## config.mk

```make
export PLATFORM = sky130hd
export DESIGN_NAME = positional_ordered_list_top
export DESIGN_NICKNAME = d
export VERILOG_FILES = /design/src/rtl/pol_pkg.sv /design/src/rtl/pol_cell.sv /design/src/rtl/pol_ctrl.sv /design/src/rtl/positional_ordered_list_top.sv
export SDC_FILE = /design/constraint.sdc
export NUM_CORES = 1
export LEC_CHECK = 0
export BUFFER_PORTS_ARGS = -buffer_cell sky130_fd_sc_hd__buf_2
export CAP_MARGIN = 20
export CORE_ASPECT_RATIO = 1.1
export CORE_MARGIN = 5
export CORE_UTILIZATION = 54
export CTS_BUF_LIST = sky130_fd_sc_hd__clkbuf_8
export DETAILED_ROUTE_END_ITERATION = 12
export HOLD_SLACK_MARGIN = 0.1
export PLACE_DENSITY_LB_ADDON = 0.25
export SLEW_MARGIN = 10
export SYNTH_ARGS = -nofsm -noshare
export SYNTH_HDL_FRONTEND = slang
export SYNTH_SLANG_ARGS = --single-unit
```

## constraint.sdc

```tcl
create_clock -name clk -period 19.4 [get_ports clk]
set_input_delay 5.82 -clock clk [delete_from_list [all_inputs] [get_ports clk]]
set_output_delay 5.82 -clock clk [all_outputs]
set_load 0.005 [all_outputs]
```

## src/rtl/pol_pkg.sv

```systemverilog
// ----------------------------------------------------------------------------
// pol_pkg: shared types and constants for the positional ordered list
// Beat structs, opcodes, status codes and the command that drives the cells.
// ----------------------------------------------------------------------------
package pol_pkg;

  localparam int CAPACITY = 16;
  localparam int IDX_W    = $clog2(CAPACITY);
  localparam int CNT_W    = $clog2(CAPACITY + 1);
  localparam int VAL_W    = 32;

  typedef enum logic [2:0] {
    OP_INS_FRONT = 3'd0,
    OP_INS_BACK  = 3'd1,
    OP_INS_POS   = 3'd2,
    OP_DEL_FRONT = 3'd3,
    OP_DEL_BACK  = 3'd4,
    OP_DEL_POS   = 3'd5
  } op_t;

  typedef enum logic [1:0] {
    ST_OK     = 2'd0,
    ST_EMPTY  = 2'd1,
    ST_BADPOS = 2'd2,
    ST_FULL   = 2'd3
  } status_t;

  typedef enum logic [1:0] {
    CMD_HOLD = 2'd0,
    CMD_INS  = 2'd1,
    CMD_DEL  = 2'd2
  } cmd_kind_t;

  typedef struct packed {
    logic [2:0]              opcode;
    logic signed [VAL_W-1:0] value;
    logic [7:0]              position;
  } pol_in_t;

  typedef struct packed {
    logic [1:0]              status;
    logic signed [VAL_W-1:0] removed_value;
    logic [7:0]              entry_count;
  } pol_out_t;

  // Broadcast to every cell of the chain
  typedef struct packed {
    cmd_kind_t         kind;
    logic [IDX_W-1:0]  idx;
    logic [VAL_W-1:0]  value;
  } cell_cmd_t;

endpackage

```

## src/rtl/pol_cell.sv

```systemverilog
// ----------------------------------------------------------------------------
// pol_cell: one slot of the list
// Holds one entry; loads the new value, takes a neighbor's entry or holds.
// ----------------------------------------------------------------------------
module pol_cell import pol_pkg::*; (
  input  logic             clk,
  input  cell_cmd_t        cmd,
  input  logic [IDX_W-1:0] cell_idx,
  input  logic [VAL_W-1:0] left_val,
  input  logic [VAL_W-1:0] right_val,
  output logic [VAL_W-1:0] val
);

  logic [VAL_W-1:0] data_r;
  logic [VAL_W-1:0] data_nxt;

  always_comb begin
    data_nxt = data_r;
    unique case (cmd.kind)
      CMD_INS: begin
        if (cell_idx == cmd.idx) begin
          data_nxt = cmd.value;
        end else if (cell_idx > cmd.idx) begin
          data_nxt = left_val;
        end
      end
      CMD_DEL: begin
        if (cell_idx >= cmd.idx) begin
          data_nxt = right_val;
        end
      end
      default: data_nxt = data_r;
    endcase
  end

  always_ff @(posedge clk) begin
    data_r <= data_nxt;
  end

  assign val = data_r;

endmodule

```

## src/rtl/pol_ctrl.sv

```systemverilog
// ----------------------------------------------------------------------------
// pol_ctrl: request decode
// Checks full/empty and position range, builds the cell command and count.
// ----------------------------------------------------------------------------
module pol_ctrl import pol_pkg::*; (
  input  pol_in_t          req,
  input  logic [CNT_W-1:0] count,
  output cell_cmd_t        cmd,
  output status_t          status,
  output logic [CNT_W-1:0] count_nxt
);

  logic       full;
  logic       empty;
  logic [8:0] pos9;
  logic [8:0] cnt9;
  logic [7:0] pos_m1;
  logic [CNT_W-1:0] cnt_m1;

  assign full   = (count == CNT_W'(CAPACITY));
  assign empty  = (count == '0);
  assign pos9   = {1'b0, req.position};
  assign cnt9   = 9'(count);
  assign pos_m1 = req.position - 8'd1;
  assign cnt_m1 = count - CNT_W'(1);

  always_comb begin
    cmd.kind  = CMD_HOLD;
    cmd.idx   = '0;
    cmd.value = req.value;
    status    = ST_OK;
    count_nxt = count;
    unique case (op_t'(req.opcode)) inside
      OP_INS_FRONT, OP_INS_BACK, OP_INS_POS: begin
        if (full) begin
          status = ST_FULL;
        end else if (op_t'(req.opcode) == OP_INS_POS &&
                     (req.position == 8'd0 || pos9 > cnt9 + 9'd1)) begin
          status = ST_BADPOS;
        end else begin
          cmd.kind  = CMD_INS;
          count_nxt = count + CNT_W'(1);
          if (op_t'(req.opcode) == OP_INS_FRONT) begin
            cmd.idx = '0;
          end else if (op_t'(req.opcode) == OP_INS_BACK) begin
            cmd.idx = count[IDX_W-1:0];
          end else begin
            cmd.idx = pos_m1[IDX_W-1:0];
          end
        end
      end
      OP_DEL_FRONT, OP_DEL_BACK, OP_DEL_POS: begin
        if (empty) begin
          status = ST_EMPTY;
        end else if (op_t'(req.opcode) == OP_DEL_POS &&
                     (req.position == 8'd0 || pos9 > cnt9)) begin
          status = ST_BADPOS;
        end else begin
          cmd.kind  = CMD_DEL;
          count_nxt = cnt_m1;
          if (op_t'(req.opcode) == OP_DEL_FRONT) begin
            cmd.idx = '0;
          end else if (op_t'(req.opcode) == OP_DEL_BACK) begin
            cmd.idx = cnt_m1[IDX_W-1:0];
          end else begin
            cmd.idx = pos_m1[IDX_W-1:0];
          end
        end
      end
      default: status = ST_BADPOS;
    endcase
  end

endmodule

```

## src/rtl/positional_ordered_list_top.sv

```systemverilog
// ----------------------------------------------------------------------------
// positional_ordered_list_top: bounded ordered list on a chain of cells
// Result beat appears in the cycle after the request beat is accepted.
// Throughput: 1 request per cycle unless stalled; each cell shifts, loads or holds at once.
// A new request is taken while the output register is empty or being drained.
// Reset clears the count and output valid; the cell contents are not reset.
// ----------------------------------------------------------------------------
module positional_ordered_list_top import pol_pkg::*; (
  input  logic     clk,
  input  logic     rst_n,
  input  logic     in_valid,
  output logic     in_stall,
  input  pol_in_t  in_data,
  output logic     out_valid,
  input  logic     out_stall,
  output pol_out_t out_data
);

  logic [CNT_W-1:0] count_r;
  logic [CNT_W-1:0] count_nxt;
  logic             out_valid_r;
  logic             out_valid_nxt;
  pol_out_t         out_data_r;
  pol_out_t         out_data_nxt;

  cell_cmd_t        dec_cmd;
  cell_cmd_t        cell_cmd;
  status_t          dec_status;
  logic [CNT_W-1:0] dec_count;
  logic             in_fire;
  logic [VAL_W-1:0] cell_val [CAPACITY];
  logic [VAL_W-1:0] removed;

  assign in_stall = out_valid_r & out_stall;
  assign in_fire  = in_valid & ~in_stall;

  pol_ctrl u_ctrl (
    .req       (in_data),
    .count     (count_r),
    .cmd       (dec_cmd),
    .status    (dec_status),
    .count_nxt (dec_count)
  );

  always_comb begin
    cell_cmd = dec_cmd;
    if (!in_fire) begin
      cell_cmd.kind = CMD_HOLD;
    end
  end

  for (genvar i = 0; i < CAPACITY; i++) begin : g_cell
    logic [VAL_W-1:0] left_w;
    logic [VAL_W-1:0] right_w;
    if (i == 0) begin : g_first
      assign left_w = '0;
    end else begin : g_mid_l
      assign left_w = cell_val[i-1];
    end
    if (i == CAPACITY - 1) begin : g_last
      assign right_w = '0;
    end else begin : g_mid_r
      assign right_w = cell_val[i+1];
    end
    pol_cell u_cell (
      .clk       (clk),
      .cmd       (cell_cmd),
      .cell_idx  (IDX_W'(i)),
      .left_val  (left_w),
      .right_val (right_w),
      .val       (cell_val[i])
    );
  end

  // Entry leaving the list, read before the chain shifts
  assign removed = (dec_cmd.kind == CMD_DEL) ? cell_val[dec_cmd.idx] : '0;

  always_comb begin
    count_nxt     = count_r;
    out_valid_nxt = out_valid_r & out_stall;
    out_data_nxt  = out_data_r;
    if (in_fire) begin
      count_nxt                  = dec_count;
      out_valid_nxt              = 1'b1;
      out_data_nxt.status        = dec_status;
      out_data_nxt.removed_value = removed;
      out_data_nxt.entry_count   = 8'(dec_count);
    end
  end

  always_ff @(posedge clk) begin
    if (!rst_n) begin
      count_r     <= '0;
      out_valid_r <= 1'b0;
    end else begin
      count_r     <= count_nxt;
      out_valid_r <= out_valid_nxt;
    end
  end

  always_ff @(posedge clk) begin
    out_data_r <= out_data_nxt;
  end

  assign out_valid = out_valid_r;
  assign out_data  = out_data_r;

  a_count_bound: assert property (@(posedge clk) disable iff (!rst_n)
    count_r <= CNT_W'(CAPACITY))
    else $error("entry count above capacity");

  a_fail_no_change: assert property (@(posedge clk) disable iff (!rst_n)
    in_fire && dec_status != ST_OK |=> count_r == $past(count_r))
    else $error("failed request changed the count");

  a_fail_no_removed: assert property (@(posedge clk) disable iff (!rst_n)
    in_fire && dec_cmd.kind != CMD_DEL |=> out_data_r.removed_value == '0)
    else $error("removed value nonzero without a delete");

  a_count_matches: assert property (@(posedge clk) disable iff (!rst_n)
    out_valid_r |-> out_data_r.entry_count == 8'(count_r))
    else $error("reported count disagrees with held count");

endmodule

```

; ---- Word level (Yosys, flattened, before mapping)
; Index checks and enable logic that the tools add are counted.
[op_classes]
reduce_logical = 27
bitwise_logic = 4
n_lt_le_gt_ge = 35
eq_ne = 56
n_mux = 88
add_sub_neg = 4
[op_table]
columns = operator, count
row1 = $mux 32, 50
row2 = $pmux 32 s2, 16
row3 = $bmux 32 s4, 1
row4 = $ne 3x1->1 const B, 16
row5 = $reduce_and 3->1, 16
row6 = $eq 4x4->1 const A, 8
row7 = $ge 4x4->1 const A, 8
row8 = $gt 4x4->1 const A, 8
row9 = $ne 2x1->1 const B, 16
row10 = $mux 5, 5
row11 = $mux 6, 3
row12 = $eq 3x4->1 const A, 4
row13 = $ge 3x4->1 const A, 4
row14 = $gt 3x4->1 const A, 4
row15 = $mux 4, 4
row16 = $pmux 6 s2, 1
row17 = $mux 2, 5
row18 = $pmux 5 s2, 1
row19 = $eq 2x4->1 const A, 2
row20 = $ge 1x4->1 const A, 2
row21 = $ge 2x4->1 const A, 2
row22 = $gt 1x4->1 const A, 2
row23 = $gt 2x4->1 const A, 2
row24 = $gt 8x5->1, 1
row25 = other kinds (26), 33
[word_totals]
wordCells = 235
ff_bits = 557
inputBits = 47

; ---- Depth between registers and ports, before layout
[logic_depth]
ltp_word = 11
ltp_mapped = 18
mapped_depth_nobuf = 17

; ---- By module
; From an unflattened synthesis, not the netlist that was laid out.
[unflattened]
hier_cells = 3178
hier_area_um2 = 35216.3
[by_module_without_submodules]
columns = mod, area_each_um2, cells_per_inst, n_inst
row1 = pol_cell, 1754.2, 153, 16
row2 = positional_ordered_list_top, 5793.1, 553, 1
row3 = pol_ctrl, 1356.3, 177, 1

; ---- Least setup slack after synthesis
; Ideal clock, no wire load.
[synth_timing]
kind = input to register
from = input port in_data[5] (netlist name)
to = register g_cell[2].u_cell.data_r[0], enable pin
n_path_buf = 2
setup_time_ns = 0.470
required_time_ns = 18.930
slack_ns = 6.353
arrival_ns = 12.576
cell_stages = 13
path_cell_list = ha_1 > a2111oi_0 > o21a_1 > a21oi_1 > o211ai_1 > and3_1 > nand2_1 > ha_1 > clkbuf_1 > clkbuf_1 > or2_2 > a21oi_1 > a21boi_0
[synth_via]
elab_chain_len = 10
elab_cells_between_ends = 22
classes_between = order compare: 4 / eq/ne: 5 / mux: 6 / reduce/logical: 7
[synth_lines]
columns = item, line
row1 = start: declaration, positional_ordered_list_top.sv:13  ; input pol_in_t in_data,
row2 = $gt 8x6->1 (tied with other cells), pol_ctrl.sv:38  ; (req.position == 8'd0 || pos9 > cnt9 + 9'd1)) begin
row3 = $logic_or 1x1->1 (on tied branches), "pol_ctrl.sv:38, pol_ctrl.sv:56"
row4 = $logic_and 1x1->1 (on tied branches), "pol_ctrl.sv:37, pol_ctrl.sv:55"
row5 = $mux 5 / $mux 6 (equally long branches), "pol_ctrl.sv:37, pol_ctrl.sv:55"
row6 = $mux 6 (on tied branches), "pol_ctrl.sv:35, pol_ctrl.sv:53"
row7 = $pmux 6 s2 *, pol_ctrl.sv:33  ; unique case (op_t'(req.opcode)) inside
row8 = "parallel branches: the longest is 3 deep, another holds $gt 2x4->1", n/a
row9 = $reduce_and 3->1 (no line) *, n/a
row10 = end signal: assignment, pol_cell.sv:37  ; data_r <= data_nxt;
row11 = end: declaration, pol_cell.sv:14  ; logic [VAL_W-1:0] data_r;
; Every way passes the cells marked *.
; A chain may end at the register's enable or synchronous reset.

; ---- Worst setup path in the final report
[layout_timing]
from = input port out_stall
to = output port in_stall
[layout_via]
elab_chain_len = 1
[layout_lines]
columns = item, line
row1 = start: declaration, positional_ordered_list_top.sv:15  ; input logic out_stall,
row2 = $and 1x1->1, positional_ordered_list_top.sv:34  ; assign in_stall = out_valid_r & out_stall;
row3 = end: declaration, positional_ordered_list_top.sv:12  ; output logic in_stall,
; Every way passes these cells.

==> results.toml <==
[global_routing]
antenna_found_initial = 9
grtUsageTotal_pct = 29.5
overflow = 0
grt_max_degree = 127
grt_pass1_wl_mm = 151
grt_pass1_vias = 24700

[run_status]
status = "completed"

[sta]
worst_pin_slew_ns = 1.08
tns_ns = 0
hold_violations = 0
fin_hold_ws_ns = 0.560
finalSetupViolations = 0
rsz0062_at_grt = "false"
relSlewSlack_pct = 27.8
finalCriticalPeriod_ns = 11.98
fmax_ghz = 0.0835
fin_skew_ns = 0.0306
finalMaxSlewViolations = 0
post-route-period-util_pct = 61.8

[critical_path]
crit_arrival_ns = 6.16
worstPathCellList = "buf_2 -> nand2_1 -> inv_1 -> buf_2"
critPathKind = "in2out"
start_kind = "input port"
worst-path-max-fanout = 2
worst_path_max_delay_cell = "buf_2"
cp_slowest_stage_delay_ns = 0.12
cpMostUsedCell = "buf_2"
required_ns = 13.58
endpoint_kind = "output port"

[yosys]
synthTopCellsByCount = "nand2_1 (743), mux2i_1 (650), edfxtp_1 (551)"
ys_types = 72
syn_area_mm2 = 0.0328
yosysWarnings = 0
synth_top_family_by_area = "multiplexers"
synthAdderAreaFrac_pct = 0.648
synthMuxAreaShare_pct = 20.1
async_reset_ff_share_pct = 0
synth_xor_area_share_pct = 0.240
yosysTopAreaCellShare_pct = 50.4
synth-seq-cells = 557
synthTopCellsByArea = "edfxtp_1 (50%), mux2i_1 (20%), nand2_1 (8.5%)"
synth-simple-area-share_pct = 11.7
synthCells = 3146
seq_area_frac_synth_pct = 50.7
synth_top_area_cell = "edfxtp_1"
syn_area_per_cell_um2 = 10.4
synth_compound_area_share_pct = 12.3
yosysMostFrequentCell = "nand2_1"
synth_edf_count = 551
synth_ff_type = "edfxtp_1"

[clock_network]
cts-hold-fix-buffers = 0
cts_tree = "yes"
clk_path_buf_depth = 3
cts_setup_buffers = 0
post_cts_resized = 0
cts_root_buf = "clkbuf_8"
clock-sinks = 557
clk_latency_ns = 0.70
clk_pin_slew_ns = 0.06
htreeDepth = 3
cts_made_buffers = 94

[routing]
wirelength_mm = 100
met3_length_mm = 10.9
routed_via_density = 6.41
ant_nets = 0
met1_length_mm = 39.9
met2_length_mm = 46.0
vias = 25800
dr.pass1.iters = 6
post_drt_wl_per_cell_um = 24.9
drcViolationCount = 0
top_layer = "met4"
first_iter_violations = 3414

[die]
rows = 94
dieWidth_um = 245
die-height_um = 269
die_area_mm2 = 0.0659
coreArea_mm2 = 0.0601
initial_core_util_pct = 54.6
ioPinCount = 91

[min_path]
hold_class = "reg2reg"

[cells_and_area]
area_growth_pct = 8.37
layout.nets = 3187
fillers = 4936
final_layout_size_suffix_gt1_share_pct = 10.6

[pwr]
ir_drop_mv = 0.0510
power.leakage_uw = 0.0131
power_density_mw_per_mm2 = 86.3

[placement]
gp_congestion = 0.874
port_buffers = 87
dpl.hpwl_mm = 58.6

[run]
maxCapViolations = 0
metal layers:
| metal | global-route usage (%) | vias up |
|---|---|---|
| met5 | 0 | - |
| met4 | 11.7 | 0 |
| met3 | 5.18 | 251 |
| met2 | 46.5 | 1497 |
| met1 | 41.2 | 12500 |
| li1 | - | 11500 |
layout by cell type, fill, tap and decap left out, types with 6 or more instances in the layout:
cell      count
o21ai_1     209
a22o_1       24
inv_1        45
diode_2      10
a21oi_1      45
nor2_1       25
o21ai_0     284
ha_1         16
clkbuf_8    102
a211oi_1      6
clkinv_2     15
nand2b_1      6
mux2_2        9
and3_1        6
edfxtp_1    551
a41oi_1      24
buf_2        87
clkinv_1     22
a21oi_4       6
nor3_1        8
mux2i_1     650
nand3_1      77
a221oi_1     30
xnor2_1       7
dfxtp_1       6
nand2_1     740
a32o_1        8
buf_4        64
nor2_4        6
path summary, 6_finish.rpt:
path                                                               from                             endpoint  slack, ns  cells after the start
worst max-delay path                                          out_stall                             in_stall       7.42                      4
worst min-delay path            g_cell[15].u_cell.val[23]$_SDFFCE_PP0P_  g_cell[14].u_cell.val[23]$_DFFE_PP_       0.56                      2
worst min register to register  g_cell[15].u_cell.val[23]$_SDFFCE_PP0P_  g_cell[14].u_cell.val[23]$_DFFE_PP_       0.56                      2
worst max register to register                  count_r[0]$_SDFFE_PN0P_   g_cell[4].u_cell.val[15]$_DFFE_PP_      13.02                     15
worst max-delay path, delay by kind of cell:
kind	cells	cell delay, ns
buffers and inverters	3	0.27
AND/OR/NAND/NOR	1	0.07
kinds of logic (layout without fill, tap and decap cells):
family | after synthesis | in the layout
AO/OA/AOI/OAI | 696 | 696
adder cells (fa/ha/maj) | 17 | 17
flip-flops | 557 | 557
multiplexers | 659 | 659
buffers and inverters | 292 | 345
other | 1 | 13
XOR/XNOR | 9 | 9
AND/OR/NAND/NOR | 915 | 915
sequential cells by signal (all words and copies together) (netlist names):
name               cells
g_cell.u_cell.val    512
out_data              39
count_r                5
out_valid              1
layout make-up:
cell class | instances | area (um2) | area share [%]
Clock inverter | 72 | 384 | 1.08
Tap cell | 816 | 1020 | 2.87
Timing Repair Buffer | 154 | 975 | 2.74
Inverter | 17 | 63.8 | 0.179
Clock buffer | 102 | 1400 | 3.94
Multi-Input combinational cell | 2299 | 15100 | 42.3
Sequential cell | 557 | 16700 | 46.8
Antenna cell | 10 | 25.0 | 0.0703
where the power goes:
group          internal, uW  switching [uW]
Sequential             1470            67.6
Clock                   524             506
Combinational           167             342
Total                  2160             915
metrics by stage:
step	util, %	power, uW	cell area, um2	cells	setup slack, ns
finish	59.2	3070	35600	4027	7.42
global route	59.2	3190	35600	4019	7.39
floorplan	-	1870	32900	3148	6.35
detailed placement	56.2	2050	33800	3842	7.42
global placement	56.1	2030	33700	3841	7.40
CTS	59.1	3070	35500	4016	7.41
(Power assumes the default switching activity.)
